$ cat src/design/csvt_pkg.sv
package csvt_pkg;

   localparam int MAX_FIELDS = 32;
   localparam int COL_W      = 5;
   localparam logic [COL_W-1:0] COL_CAP =
      ((MAX_FIELDS - 1) < 31) ? COL_W'(MAX_FIELDS - 1) : COL_W'(31);

   localparam int BYTE_W    = 8;
   localparam int CSR_IDX_W = 1;

   localparam logic [BYTE_W-1:0] SEP_RESET   = 8'd44;
   localparam logic [BYTE_W-1:0] QUOTE_RESET = 8'd34;

   typedef enum logic [CSR_IDX_W-1:0] {
      CSR_SEP   = 1'b0,
      CSR_QUOTE = 1'b1
   } csr_idx_type;

   localparam int QDEPTH = 2;
   localparam int QPTR_W = (QDEPTH > 1) ? $clog2(QDEPTH) : 1;
   localparam int QCNT_W = $clog2(QDEPTH + 1);

   typedef struct packed {
      logic [BYTE_W-1:0] out_byte;
      logic              byte_valid;
      logic [COL_W-1:0]  field_index;
      logic              field_end;
      logic              record_end;
      logic              quote_error;
   } result_type;

   // r0 always holds a result; r1 only when two is set
   typedef struct packed {
      result_type r0;
      result_type r1;
      logic       two;
   } entry_type;

endpackage

$ cat src/design/csvt_front.sv
module csvt_front (
   input  logic                            clock,
   input  logic                            reset,
   input  logic                            csr_we,
   input  logic [csvt_pkg::CSR_IDX_W-1:0]  csr_index,
   input  logic [csvt_pkg::BYTE_W-1:0]     csr_wdata,
   input  logic                            req_valid,
   output logic                            req_ready,
   input  logic [csvt_pkg::BYTE_W-1:0]     req_in_byte,
   input  logic                            req_line_last,
   input  logic                            q_full,
   output logic                            q_push,
   output csvt_pkg::entry_type             q_entry
);

   typedef enum logic [5:0] {
      STATE_START = 6'b000001,
      STATE_UNQ   = 6'b000010,
      STATE_UNQ_Q = 6'b000100,
      STATE_QUO   = 6'b001000,
      STATE_QUO_Q = 6'b010000,
      STATE_AFTER = 6'b100000
   } parse_state_type;

   logic [csvt_pkg::BYTE_W-1:0] sep_ff, sep_in;
   logic [csvt_pkg::BYTE_W-1:0] quote_ff, quote_in;
   parse_state_type             state_ff, state_in, state_mid;
   logic [csvt_pkg::COL_W-1:0]  col_ff, col_in, col_mid;
   logic                        accept, is_sep, is_quo, act_byte, act_end;
   csvt_pkg::result_type        act_res, line_res;

   assign req_ready = !q_full;
   assign accept    = req_valid && req_ready;

   always_comb begin
      sep_in   = sep_ff;
      quote_in = quote_ff;
      if (csr_we) begin
         case (csvt_pkg::csr_idx_type'(csr_index))
            csvt_pkg::CSR_SEP:   sep_in   = csr_wdata;
            csvt_pkg::CSR_QUOTE: quote_in = csr_wdata;
            default: ;
         endcase
      end
   end

   assign is_sep = (req_in_byte == sep_ff);
   assign is_quo = (req_in_byte == quote_ff) && !is_sep;

   always_comb begin
      state_mid = state_ff;
      act_byte  = 1'b0;
      act_end   = 1'b0;
      case (state_ff)
         STATE_UNQ: begin
            if (is_sep) begin
               act_end = 1'b1;
            end else begin
               act_byte = 1'b1;
               if (is_quo) state_mid = STATE_UNQ_Q;
            end
         end
         STATE_UNQ_Q: begin
            if (is_sep) begin
               act_end = 1'b1;
            end else if (is_quo) begin
               state_mid = STATE_UNQ;
            end else begin
               act_byte  = 1'b1;
               state_mid = STATE_UNQ;
            end
         end
         STATE_QUO: begin
            if (is_quo) state_mid = STATE_QUO_Q;
            else        act_byte  = 1'b1;
         end
         STATE_QUO_Q: begin
            if (is_quo) begin
               act_byte  = 1'b1;
               state_mid = STATE_QUO;
            end else if (is_sep) begin
               act_end = 1'b1;
            end else begin
               state_mid = STATE_AFTER;
            end
         end
         STATE_AFTER: begin
            if (is_sep) act_end = 1'b1;
         end
         default: begin
            if (is_sep) begin
               act_end = 1'b1;
            end else if (is_quo) begin
               state_mid = STATE_QUO;
            end else begin
               act_byte  = 1'b1;
               state_mid = STATE_UNQ;
            end
         end
      endcase
      col_mid = col_ff;
      if (act_end) begin
         state_mid = STATE_START;
         if (col_ff < csvt_pkg::COL_CAP) col_mid = col_ff + 1'b1;
      end
   end

   always_comb begin
      act_res.out_byte    = act_byte ? req_in_byte : '0;
      act_res.byte_valid  = act_byte;
      act_res.field_index = col_ff;
      act_res.field_end   = act_end;
      act_res.record_end  = 1'b0;
      act_res.quote_error = 1'b0;

      line_res.out_byte    = '0;
      line_res.byte_valid  = 1'b0;
      line_res.field_index = col_mid;
      line_res.field_end   = 1'b1;
      line_res.record_end  = 1'b1;
      line_res.quote_error = (state_mid == STATE_QUO);

      q_entry.r0  = (act_byte || act_end) ? act_res : line_res;
      q_entry.r1  = line_res;
      q_entry.two = (act_byte || act_end) && req_line_last;
   end

   assign q_push = accept && (act_byte || act_end || req_line_last);

   always_comb begin
      state_in = state_ff;
      col_in   = col_ff;
      if (accept) begin
         state_in = req_line_last ? STATE_START : state_mid;
         col_in   = req_line_last ? '0 : col_mid;
      end
   end

   always_ff @(posedge clock) begin
      if (reset) begin
         sep_ff   <= csvt_pkg::SEP_RESET;
         quote_ff <= csvt_pkg::QUOTE_RESET;
         state_ff <= STATE_START;
         col_ff   <= '0;
      end else begin
         sep_ff   <= sep_in;
         quote_ff <= quote_in;
         state_ff <= state_in;
         col_ff   <= col_in;
      end
   end

endmodule

$ cat src/design/csvt_queue.sv
module csvt_queue (
   input  logic                clock,
   input  logic                reset,
   input  logic                push,
   input  csvt_pkg::entry_type push_entry,
   input  logic                pop,
   output csvt_pkg::entry_type head,
   output logic                empty,
   output logic                full
);

   csvt_pkg::entry_type              mem_ff [csvt_pkg::QDEPTH];
   logic [csvt_pkg::QPTR_W-1:0]      wr_ptr_ff, wr_ptr_in;
   logic [csvt_pkg::QPTR_W-1:0]      rd_ptr_ff, rd_ptr_in;
   logic [csvt_pkg::QCNT_W-1:0]      cnt_ff, cnt_in;
   logic                             do_push, do_pop;

   localparam logic [csvt_pkg::QPTR_W-1:0] PTR_LAST =
      csvt_pkg::QPTR_W'(csvt_pkg::QDEPTH - 1);

   assign empty   = (cnt_ff == '0);
   assign full    = (cnt_ff == csvt_pkg::QCNT_W'(csvt_pkg::QDEPTH));
   assign do_push = push && !full;
   assign do_pop  = pop && !empty;
   assign head    = mem_ff[rd_ptr_ff];

   always_comb begin
      wr_ptr_in = wr_ptr_ff;
      rd_ptr_in = rd_ptr_ff;
      cnt_in    = cnt_ff;
      if (do_push) wr_ptr_in = (wr_ptr_ff == PTR_LAST) ? '0 : wr_ptr_ff + 1'b1;
      if (do_pop)  rd_ptr_in = (rd_ptr_ff == PTR_LAST) ? '0 : rd_ptr_ff + 1'b1;
      if (do_push && !do_pop)      cnt_in = cnt_ff + 1'b1;
      else if (do_pop && !do_push) cnt_in = cnt_ff - 1'b1;
   end

   always_ff @(posedge clock) begin
      if (do_push) mem_ff[wr_ptr_ff] <= push_entry;
   end

   always_ff @(posedge clock) begin
      if (reset) begin
         wr_ptr_ff <= '0;
         rd_ptr_ff <= '0;
         cnt_ff    <= '0;
      end else begin
         wr_ptr_ff <= wr_ptr_in;
         rd_ptr_ff <= rd_ptr_in;
         cnt_ff    <= cnt_in;
      end
   end

endmodule

$ cat src/design/csvt_back.sv
module csvt_back (
   input  logic                        clock,
   input  logic                        reset,
   input  csvt_pkg::entry_type         head,
   input  logic                        empty,
   output logic                        pop,
   output logic                        rsp_valid,
   input  logic                        rsp_ready,
   output logic [csvt_pkg::BYTE_W-1:0] rsp_out_byte,
   output logic                        rsp_byte_valid,
   output logic [csvt_pkg::COL_W-1:0]  rsp_field_index,
   output logic                        rsp_field_end,
   output logic                        rsp_record_end,
   output logic                        rsp_quote_error,
   output logic                        rsp_run_last
);

   logic                 sel_ff, sel_in;
   logic                 xfer;
   csvt_pkg::result_type res;

   assign rsp_valid       = !empty;
   assign res             = sel_ff ? head.r1 : head.r0;
   assign rsp_out_byte    = res.out_byte;
   assign rsp_byte_valid  = res.byte_valid;
   assign rsp_field_index = res.field_index;
   assign rsp_field_end   = res.field_end;
   assign rsp_record_end  = res.record_end;
   assign rsp_quote_error = res.quote_error;
   assign rsp_run_last    = sel_ff || !head.two;

   assign xfer   = rsp_valid && rsp_ready;
   assign pop    = xfer && rsp_run_last;
   assign sel_in = xfer ? !rsp_run_last : sel_ff;

   always_ff @(posedge clock) begin
      if (reset) begin
         sel_ff <= 1'b0;
      end else begin
         sel_ff <= sel_in;
      end
   end

endmodule

$ cat src/design/csv_field_tokenizer.sv
// Streaming CSV field splitter: one byte per transfer on req_, tagged with
// req_line_last on the final byte of a line; rsp_ gives field content bytes,
// field ends and record ends with the saturating column index. Quoting follows
// RFC 4180 with programmable separator (csr index 0) and quote (csr index 1).
// A byte is taken every cycle while the queue is not full; its results are
// registered in the queue. A byte that gives two results (content or field
// end followed by the record end of the line) holds the single result port
// for both, and the two-entry queue between parser and output sequencer may
// then push back on req_ready. Write CSRs only while idle.
module csv_field_tokenizer (
   input  logic                            clock,
   input  logic                            reset,
   input  logic                            csr_we,
   input  logic [csvt_pkg::CSR_IDX_W-1:0]  csr_index,
   input  logic [csvt_pkg::BYTE_W-1:0]     csr_wdata,
   input  logic                            req_valid,
   output logic                            req_ready,
   input  logic [csvt_pkg::BYTE_W-1:0]     req_in_byte,
   input  logic                            req_line_last,
   output logic                            rsp_valid,
   input  logic                            rsp_ready,
   output logic [csvt_pkg::BYTE_W-1:0]     rsp_out_byte,
   output logic                            rsp_byte_valid,
   output logic [csvt_pkg::COL_W-1:0]      rsp_field_index,
   output logic                            rsp_field_end,
   output logic                            rsp_record_end,
   output logic                            rsp_quote_error,
   output logic                            rsp_run_last
);

   logic                q_push, q_pop, q_empty, q_full;
   csvt_pkg::entry_type q_entry, q_head;

   csvt_front u_front (
      .clock         (clock),
      .reset         (reset),
      .csr_we        (csr_we),
      .csr_index     (csr_index),
      .csr_wdata     (csr_wdata),
      .req_valid     (req_valid),
      .req_ready     (req_ready),
      .req_in_byte   (req_in_byte),
      .req_line_last (req_line_last),
      .q_full        (q_full),
      .q_push        (q_push),
      .q_entry       (q_entry)
   );

   csvt_queue u_queue (
      .clock      (clock),
      .reset      (reset),
      .push       (q_push),
      .push_entry (q_entry),
      .pop        (q_pop),
      .head       (q_head),
      .empty      (q_empty),
      .full       (q_full)
   );

   csvt_back u_back (
      .clock           (clock),
      .reset           (reset),
      .head            (q_head),
      .empty           (q_empty),
      .pop             (q_pop),
      .rsp_valid       (rsp_valid),
      .rsp_ready       (rsp_ready),
      .rsp_out_byte    (rsp_out_byte),
      .rsp_byte_valid  (rsp_byte_valid),
      .rsp_field_index (rsp_field_index),
      .rsp_field_end   (rsp_field_end),
      .rsp_record_end  (rsp_record_end),
      .rsp_quote_error (rsp_quote_error),
      .rsp_run_last    (rsp_run_last)
   );

`ifndef SYNTHESIS
   a_rec_end_closes: assert property (@(posedge clock) disable iff (reset)
      rsp_valid && rsp_record_end |-> rsp_field_end && rsp_run_last)
      else $error("record end without field end or run end");

   a_qerr_on_rec_end: assert property (@(posedge clock) disable iff (reset)
      rsp_valid && rsp_quote_error |-> rsp_record_end)
      else $error("quote error outside record end");

   a_byte_not_end: assert property (@(posedge clock) disable iff (reset)
      rsp_valid && rsp_byte_valid |-> !rsp_field_end)
      else $error("content byte marked as field end");

   a_second_is_rec_end: assert property (@(posedge clock) disable iff (reset)
      rsp_valid && rsp_ready && !rsp_run_last |=> rsp_valid && rsp_record_end)
      else $error("second result of a byte is not a record end");
`endif

endmodule

$ cat config.mk
export PLATFORM = sky130hd
export DESIGN_NAME = csv_field_tokenizer
export DESIGN_NICKNAME = d
export VERILOG_FILES = /design/src/design/csvt_pkg.sv /design/src/design/csvt_front.sv /design/src/design/csvt_queue.sv /design/src/design/csvt_back.sv /design/src/design/csv_field_tokenizer.sv
export SDC_FILE = /design/constraint.sdc
export NUM_CORES = 1
export LEC_CHECK = 0
export ABC_AREA = 1
export BUFFER_PORTS_ARGS = -buffer_cell sky130_fd_sc_hd__clkbuf_2
export CAP_MARGIN = 25
export CORE_ASPECT_RATIO = 1.75
export CORE_MARGIN = 2
export CORE_UTILIZATION = 35
export CTS_BUF_LIST = sky130_fd_sc_hd__clkbuf_8
export DETAILED_ROUTE_END_ITERATION = 7
export HOLD_SLACK_MARGIN = 0.02
export PLACE_DENSITY = 0.62
export SYNTH_ARGS = -nofsm -noshare
export SYNTH_HDL_FRONTEND = slang
export SYNTH_SLANG_ARGS = --single-unit
$ cat constraint.sdc
create_clock -name clock -period 4.7 [get_ports clock]
set_input_delay 0.94 -clock clock [delete_from_list [all_inputs] [get_ports clock]]
set_output_delay 0.94 -clock clock [all_outputs]
set_load 0.03 [all_outputs]
==> metrics <==
antenna-violating nets left=0; Routed met3 length=291 um; Synth area leaders=edfxtp_1, dfxtp_1, nand2_1; Congestion Overflow GR=0; Post-DP Area=3980 um2; commonest cells after routing, fill and taps aside=nand2_1, nor2_1, edfxtp_1; number of diodes=0; syn_area_per_cell=8.63 um2; Rel. slew slack=37.0%; initial antenna violation count=0; fin crit share=64.8%; Post-Place Worst Slack=1300 ps; top cell type by total area after synthesis=edfxtp_1; crit path time final=3050 ps; cells after synthesis=424; total number of vias=2896; htree depth=3; post-layout util=41.1%; final net count=488; Clock Latency Late Sink=350 ps; maximum VDD drop=0.227 mV; kind of critical path=in2reg; Hold Path Cell Cnt=1; die extent in y=139 um; DRC errors left=0; register area=2100 um2; Setup violations, final=0; crit end category=flip-flop; ratio of cells with drive above 1 in the final layout=15.6%; register bit total from synthesis=81; CP bufs+invs=3; CTS tree=done; gr usage total=14.5%; most used cell, CP=nand2_1; M1 WL=3260 um; fin. max-slew vios=0; met2 routed WL=3990 um; num ports=43; top sig layer=met4; crit start category=input pin; outcome=complete, no violations; I/O Buffers=42; post-synth net total=449; Wirelength per Cell=13.1 um; most common cell after layout, fill and taps aside=nand2_1; Fillers=1005; Max stage delay on crit path=370 ps; Netlist cell types=26; postcts setup bufs=0; critical path, cell by cell=clkbuf_2, inv_1, nand2_1, nand2_1, nor2_1, nand2_1, o21ai_0, nand2_1, nand2_2, nand3_2, nand2_1, inv_1, ha_1, a21oi_1, o21ai_0, o21ai_0, a21oi_1; Power Density=465 nW/um2; Final GP Congestion=0.834; Crit. path cell count=17; Top Family by Delay on Critical Path=simple AND/OR/NAND/NOR gates; first-pass GRT wire length=12600 um; largest net degree at the start of global routing=26; Post-Route Setup TNS=0 ps; TritonRoute pass-1 iters=5; Initial Util=35.7%; worst hold path class=reg2reg; die area=11300 um2; Area Growth Syn to Fin=15.0%; clock root buffer master=clkbuf_8; CP Data Arrival Time=3280 ps; P_leak=1.77 nW; # clock sinks=81; final setup margin=1650 ps; area of the multi-input gates=1330 um2; core area=10200 um2; top cell type's share of synthesized area=39.4%; final hold violation count=0; worst slew pin tran=944 ps; yosys warns=0; CP max stage cell=o21ai_0; CTS resizes=0; die width=81.3 um; RSZ-0062 raised after global routing=no; clk slew on worst S/H paths=70 ps; Post-Layout Inst Area=4210 um2; DR vias/cell=4.88; Final HPWL DP=5730 um; sequential share of the synthesized area=57.5%; Fmax=0.328 GHz; vias in the first global route=2748; Crit Path Max Fanout=13; Cell Area, Synth=3660 um2; CTS Hold Bufs=0; Core Rows=49; CTS Buf Count=9; max cap viols=0; cell count of the worst reg-to-reg path=16; Initial DRC Count=132; WP data required=4930 ps; Setup Skew=4.44 ps; Clock Tree Buf Depth=2; final WL=7800 um
[worst reg2reg max path, delay by kind of cell (launching register included)]
family                   cells  cell delay [ps]
buffers and inverters        2              120
flip-flops                   1              330
AND/OR/NAND/NOR              8              940
AO/OA/AOI/OAI                5              870
adder cells (fa/ha/maj)      1              300
[layer usage]
layer	GRT usage, %	vias to the layer above
li1	-	1472
met2	24.3	54
met1	16.4	1352
met3	3.76	18
met5	0	-
met4	7.85	0
[cells in the mapped netlist]
cell type and instances:
o22ai_1 6, xor2_1 3, nor2_2 3, nand3_2 2, dfxtp_1 33, nor2_1 69, xnor2_1 5, nand3_1 14
edfxtp_1 48, nor3_1 1, nand3b_1 1, nand2_2 4, a211oi_1 1, nor2_4 2, inv_2 4, o21ai_2 1
nand2_1 88, inv_1 40, o211ai_1 4, o21ai_0 44, ha_1 2, clkinv_1 1, a21oi_1 26, clkbuf_1 14
buf_2 2, nand4_1 6
[cells by family after synthesis]
group / share of synthesized area, %
xor+xnor: 1.92
simple gates: 21.8
buf+inv: 6.33
compound gates: 11.9
flops: 57.5
fa+ha+maj: 0.684
[stage by stage]
step	total power [W]	std cells	hold slack, ps
6_report	0.00196	594	452
5_1_grt	0.00206	594	503
4_1_cts	0.00198	594	452
3_5_place_dp	0.00141	579	444
3_3_place_gp	0.00139	579	441
2_1_floorplan	0.00125	424	426
[sequential cells by signal (all words and copies together), names as in the netlist, named ones only]
| register | count |
|---|---|
| u_back.sel_ff | 1 |
| u_front.col_ff | 5 |
| u_front.quote_ff | 8 |
| u_front.sep_ff | 8 |
| u_front.state_ff | 6 |
| u_queue.cnt_ff | 2 |
| u_queue.mem_ff | 48 |
| u_queue.rd_ptr_ff | 1 |
| u_queue.wr_ptr_ff | 1 |
[report_power, final]
| part | internal (W) | switching [W] | leakage, nW | total [W] |
|---|---|---|---|---|
| sequential | 0.000840 | 0.0000295 | 0.724 | 0.000870 |
| clock | 0.000344 | 0.000233 | 0.123 | 0.000578 |
| combinational | 0.000134 | 0.000377 | 0.919 | 0.000511 |
[layout make-up]
class                           instances  share of cell area, %
Tap cell                              127                   3.78
Multi-Input combinational cell        282                   31.5
Clock buffer                            9                   2.94
Inverter                               45                   4.01
Timing Repair Buffer                   44                   5.35
Clock inverter                          6                   2.41
Sequential cell                        81                   50.0
[final timing paths]
kind | to | slack (ps) | start
max | u_queue.cnt_ff[1] | 1650 | req_in_byte[7]
min reg2reg | flip-flop | 450 | u_queue.rd_ptr_ff
max reg2reg | u_queue.cnt_ff[1] | 2020 | u_front.quote_ff[7]
min | flip-flop | 450 | u_queue.rd_ptr_ff
(Power assumes the default switching activity.)
